[config.mk]
export PLATFORM = sky130hd
export DESIGN_NAME = grc_div
export DESIGN_NICKNAME = d
export VERILOG_FILES = /design/src/rtl/grc_pkg.sv /design/src/rtl/grc_div.sv
export SDC_FILE = /design/constraint.sdc
export NUM_CORES = 1
export LEC_CHECK = 0
export BUFFER_PORTS_ARGS = -buffer_cell sky130_fd_sc_hd__buf_2
export CAP_MARGIN = 25
export CORE_ASPECT_RATIO = 0.75
export CORE_MARGIN = 3
export CORE_UTILIZATION = 50
export DETAILED_ROUTE_END_ITERATION = 10
export HOLD_SLACK_MARGIN = 0.12
export PLACE_DENSITY = 0.85
export SETUP_SLACK_MARGIN = 0.4
export SYNTH_ARGS = -nofsm -noshare
export SYNTH_HDL_FRONTEND = slang
export SYNTH_SLANG_ARGS = --single-unit
[constraint.sdc]
create_clock -name clk -period 6.25 [get_ports clk]
set_input_delay 1.875 -clock clk [delete_from_list [all_inputs] [get_ports clk]]
set_output_delay 1.875 -clock clk [all_outputs]
set_load 0.01 [all_outputs]
[src/rtl/grc_pkg.sv]
// Shared constants, codes and helper functions of the column raycaster.
`timescale 1ns / 1ps
package grc_pkg;

  localparam int MAP_DIM   = 32;
  localparam int MAX_STEPS = 64;

  localparam int MAP_DEPTH = MAP_DIM * MAP_DIM;
  localparam int ADDR_W    = $clog2(MAP_DEPTH);
  // map coordinate, two's complement, wide enough for a start cell of 0..31 plus one step
  localparam int MC_W      = (($clog2(MAP_DIM) > 5) ? $clog2(MAP_DIM) : 5) + 2;
  localparam int STEP_W    = $clog2(MAX_STEPS + 1);

  localparam int CFG_IDX_W  = 3;
  localparam int CFG_DATA_W = 21;

  localparam int CAM_W  = 26;
  localparam int PROD_W = CAM_W + 16;
  localparam int RAY_W  = 28;
  localparam int ABS_W  = RAY_W - 1;
  localparam int PW     = $clog2(65536 * (MAX_STEPS + 1) + 1) + ABS_W;
  localparam int SD_W   = ((MC_W + 16 > 22) ? MC_W + 16 : 22) + 1;
  localparam int NUM_W  = 11 + ABS_W + 2;
  localparam int DEN_W  = SD_W - 1;
  localparam int LH_W   = 25;
  localparam logic [LH_W-1:0] LH_SAT = LH_W'(1 << 24);

  localparam logic OP_WRITE = 1'b0;
  localparam logic OP_CAST  = 1'b1;

  localparam logic [CFG_IDX_W-1:0] REG_POS_X   = 3'd0;
  localparam logic [CFG_IDX_W-1:0] REG_POS_Y   = 3'd1;
  localparam logic [CFG_IDX_W-1:0] REG_DIR_X   = 3'd2;
  localparam logic [CFG_IDX_W-1:0] REG_DIR_Y   = 3'd3;
  localparam logic [CFG_IDX_W-1:0] REG_PLANE_X = 3'd4;
  localparam logic [CFG_IDX_W-1:0] REG_PLANE_Y = 3'd5;
  localparam logic [CFG_IDX_W-1:0] REG_SCR_W   = 3'd6;
  localparam logic [CFG_IDX_W-1:0] REG_SCR_H   = 3'd7;

  function automatic logic [ADDR_W-1:0] cell_addr(input logic [MC_W-1:0] x,
                                                  input logic [MC_W-1:0] y);
    return ADDR_W'(x) * ADDR_W'(MAP_DIM) + ADDR_W'(y);
  endfunction

  // packed {red, green, blue}
  function automatic logic [23:0] wall_color(input logic [2:0] t);
    logic [23:0] c;
    case (t)
      3'd1: c = {8'd116, 8'd67, 8'd53};
      3'd2: c = {8'd100, 8'd151, 8'd79};
      3'd3: c = {8'd64, 8'd50, 8'd133};
      3'd4: c = {8'd255, 8'd255, 8'd255};
      default: c = {8'd123, 8'd72, 8'd144};
    endcase
    return c;
  endfunction

endpackage

[src/rtl/grc_div.sv]
// Restoring divider, one quotient bit per cycle.
`timescale 1ns / 1ps
module grc_div import grc_pkg::*; (
  input  logic             clk,
  input  logic             rst,
  input  logic             start,
  input  logic [NUM_W-1:0] num,
  input  logic [DEN_W-1:0] den,
  output logic             done,
  output logic [NUM_W-1:0] quo
);

  localparam int CNT_W = $clog2(NUM_W);

  logic             busy;
  logic [CNT_W-1:0] cnt;
  logic [DEN_W-1:0] rem;
  logic [DEN_W-1:0] den_q;
  logic [DEN_W:0]   rem_sh;
  logic             ge;
  logic [DEN_W-1:0] rem_next;

  always_comb begin
    rem_sh   = {rem, quo[NUM_W-1]};
    ge       = rem_sh >= {1'b0, den_q};
    rem_next = ge ? DEN_W'(rem_sh - {1'b0, den_q}) : rem_sh[DEN_W-1:0];
  end

  always_ff @(posedge clk) begin
    if (rst) begin
      busy <= 1'b0;
      done <= 1'b0;
      cnt  <= '0;
    end else begin
      done <= 1'b0;
      if (start) begin
        busy <= 1'b1;
        cnt  <= '0;
      end else if (busy) begin
        cnt <= cnt + CNT_W'(1);
        if (cnt == CNT_W'(NUM_W - 1)) begin
          busy <= 1'b0;
          done <= 1'b1;
        end
      end
    end
  end

  always_ff @(posedge clk) begin
    if (start) begin
      rem   <= '0;
      quo   <= num;
      den_q <= den;
    end else if (busy) begin
      rem <= rem_next;
      quo <= {quo[NUM_W-2:0], ge};
    end
  end

endmodule

==> results.yml <==
power_and_ir_drop:
  leakagePower_nw: 2.57
  intPower_w: 0.00124
  power_frac_comb: 0.219
  p_total_w: 0.00171
  seqPwrFrac: 0.445
  cellPowerDensity_nw_per_um2: 282
  p_sw_frac: 0.275
  irDropWorstVdd_mv: 0.139
  clkPwrFrac: 0.336
  p_sw_w: 0.000469
setup_path:
  r2r-start: "quo[39]"
  cpPeakStageDelay_ns: 0.64
  path_cells: "buf_4 > buf_4 > nor2_1 > a32oi_1 > o41ai_1"
  r2r_setup_slack_ns: 3.14
  r2r-end: "rem[22]"
  worstSetupEndpointType: "register"
  timing.critical_path.mode_cell: "buf_4"
  cp.arrival_ns: 3.49
  crit_required_ns: 6.46
  cp-start-kind: "input pin"
  cp_num_buf_inv: 2
  reg2reg_depth: 11
  crit_type: "in2reg"
  crit_path_top_delay_cell: "buf_4"
  cp_max_fo: 57
  critPathTopFamily: "buffers and inverters"
logic_synthesis:
  synth_seq_cells: 94
  synth_area_leaders: "edfxtp_1 37%, dfxtp_1 12%, mux2_2 8.6%"
  yosysWarnings: 0
  netlist-cell-type-count: 61
  syn_nets: 543
  syn-cell-area_sq_um: 5130
  yosysTopAreaCell: "edfxtp_1"
  synth_flop_cell: "edfxtp_1"
  synthCells: 452
  synth_edf_count: 63
  synth_top_area_frac: 0.369
  ys_seq_area_frac: 0.490
  syn_area_per_cell_sq_um: 11.3
  ys_async_sr_fraction: 0
floorplanning:
  initial_utilization: 0.523
  die_w_um: 123
  pin_count: 107
  std_cell_rows: 31
  die_h_um: 93.7
  placeableCoreArea_sq_um: 9810
  dieArea_sq_um: 11500
layout:
  nets: 645
  nFillCells: 759
  final_area_sq_um: 6050
  n_antenna_cell: 0
  drive_gt1_frac: 0.331
  regArea_sq_um: 2510
  mostFrequentLayoutCells: "105 x buf_2, 63 x edfxtp_1, 43 x nor2_1"
  fin_util: 0.616
  multi_input_area_sq_um: 2360
  layout_commonest_cell: "buf_2"
  syn_to_final_growth_pct: 17.9
clock_tree:
  clockRootBuffer: "clkbuf_16"
  cts-buffers-inserted: 9
  cts_resized: 0
  h-tree-depth: 3
  cts_sinks: 94
  cts_tree: "built"
  clk_pin_slew_ns: 0.07
  ctsHoldBuffers: 0
  cts_buffer_depth: 2
  cts_setup_buffers: 0
  clk_latency_ns: 0.35
timing:
  rsz0062_at_grt: "no"
  clock_skew_ns: 0.00920
  tightest_slew_ns: 0.700
  drv_slew: 0
  fmax_mhz: 305
  timing.setup.tns_ns: 0
  setup_slack_ns: 2.97
  slew_headroom: 0.533
  fin_crit_sh: 0.524
  hold_violations: 0
  setup_viol: 0
  min_period_ns: 3.28
place:
  numPortBuffers: 106
  hpwl_mm: 8.26
  place_congestion: 0.885
  pre_cts_ws_ns: 2.26
  dpl_cell_area_sq_um: 5710
global_routing:
  antenna_found_initial: 0
  grt_pass1_vias: 3781
  grt_start_max_net_pins: 58
  grt_overflow: 0
  grt_pass1_wl_mm: 18.4
  track_usage: 0.205
run_status:
  status: "finished, final reports clean"
drt:
  routed_wl_mm: 11.7
  ant_nets: 0
  wire_per_inst_um: 16.9
  route.detailed.drc: 0
  first_pass_iters: 6
  vias: 3925
  dr.first_iter.drc_count: 271
  vias_per_cell: 5.68
min_path:
  worstHoldPathType: "reg2reg"
  hold_start: "cnt[5]"
  holdPathStages: 2
  holdPathEnd: "cnt[5]"
run:
  cap_violations: 0
-- power groups by stage --
stage,registers [W],logic (W),clock network (W)
global route,0.000765,0.000411,0.000610
global placement,0.000768,0.000352,0
finish,0.000760,0.000374,0.000574
detailed placement,0.000771,0.000364,0
floorplan,0.000777,0.000262,0
CTS,0.000759,0.000368,0.000585
-- synth_stat cells (all sizes together), types with 8 or more instances --
master,n
edfxtp,63
nor2,44
mux2,39
a21oi,34
inv,32
dfxtp,31
ha,24
nand2,22
a211oi,18
xnor2,13
clkbuf,12
o21ai,12
mux2i,10
a21o,9
nand3,9
xor2,8
-- metrics by stage --
step | std cells | hold slack [ns]
final | 691 | 0.501
after global placement | 674 | 0.468
after detailed placement | 674 | 0.485
after floorplan | 452 | 0.456
after CTS | 690 | 0.494
after global routing | 691 | 0.522
-- registers in the layout, summed over array words and instances (netlist names) --
signal	flops
rem	23
done	1
den_q	23
cnt	6
busy	1
quo	40
-- worst max path at each step --
stage / from / end / slack [ns] / depth (start not counted)
after floorplan: start / quo[0] / 3.01 / 3
after CTS: start / quo[15] / 2.65 / 4
after detailed placement: start / quo[14] / 2.26 / 4
after global placement: start / quo[15] / 2.37 / 4
final: start / rem[17] / 2.97 / 5
after global routing: start / rem[17] / 2.84 / 5
-- metal layers --
layer,vias up,track usage,routed length (um)
li1,1871,-,-
met1,1901,0.267,4950
met2,126,0.332,5840
met3,27,0.0446,577
met4,0,0.0811,303
met5,-,0,0
-- worst reg2reg max path, cell delays in order (launching register included) --
cell	delay [ns]
edfxtp_1	0.44
inv_1	0.07
ha_1	0.22
fa_1	0.41
nand2b_1	0.18
a21oi_1	0.32
o31ai_2	0.14
a311oi_2	0.41
a21o_1	0.28
a31oi_1	0.14
mux2i_1	0.14
a311oi_1	0.26
-- cells by family after synthesis --
| family | share of synthesized area |
|---|---|
| buf+inv | 0.0505 |
| mux | 0.105 |
| flops | 0.490 |
| xor+xnor | 0.0359 |
| fa+ha+maj | 0.0625 |
| compound gates | 0.160 |
| simple gates | 0.0959 |
-- area by class of cell --
| class | instances | share of cell area |
|---|---|---|
| Clock buffer | 12 | 0.0391 |
| Sequential cell | 94 | 0.416 |
| Clock inverter | 4 | 0.0120 |
| Tap cell | 132 | 0.0273 |
| Inverter | 32 | 0.0199 |
| Timing Repair Buffer | 110 | 0.0964 |
| Multi-Input combinational cell | 307 | 0.390 |
(Power assumes the default switching activity.)
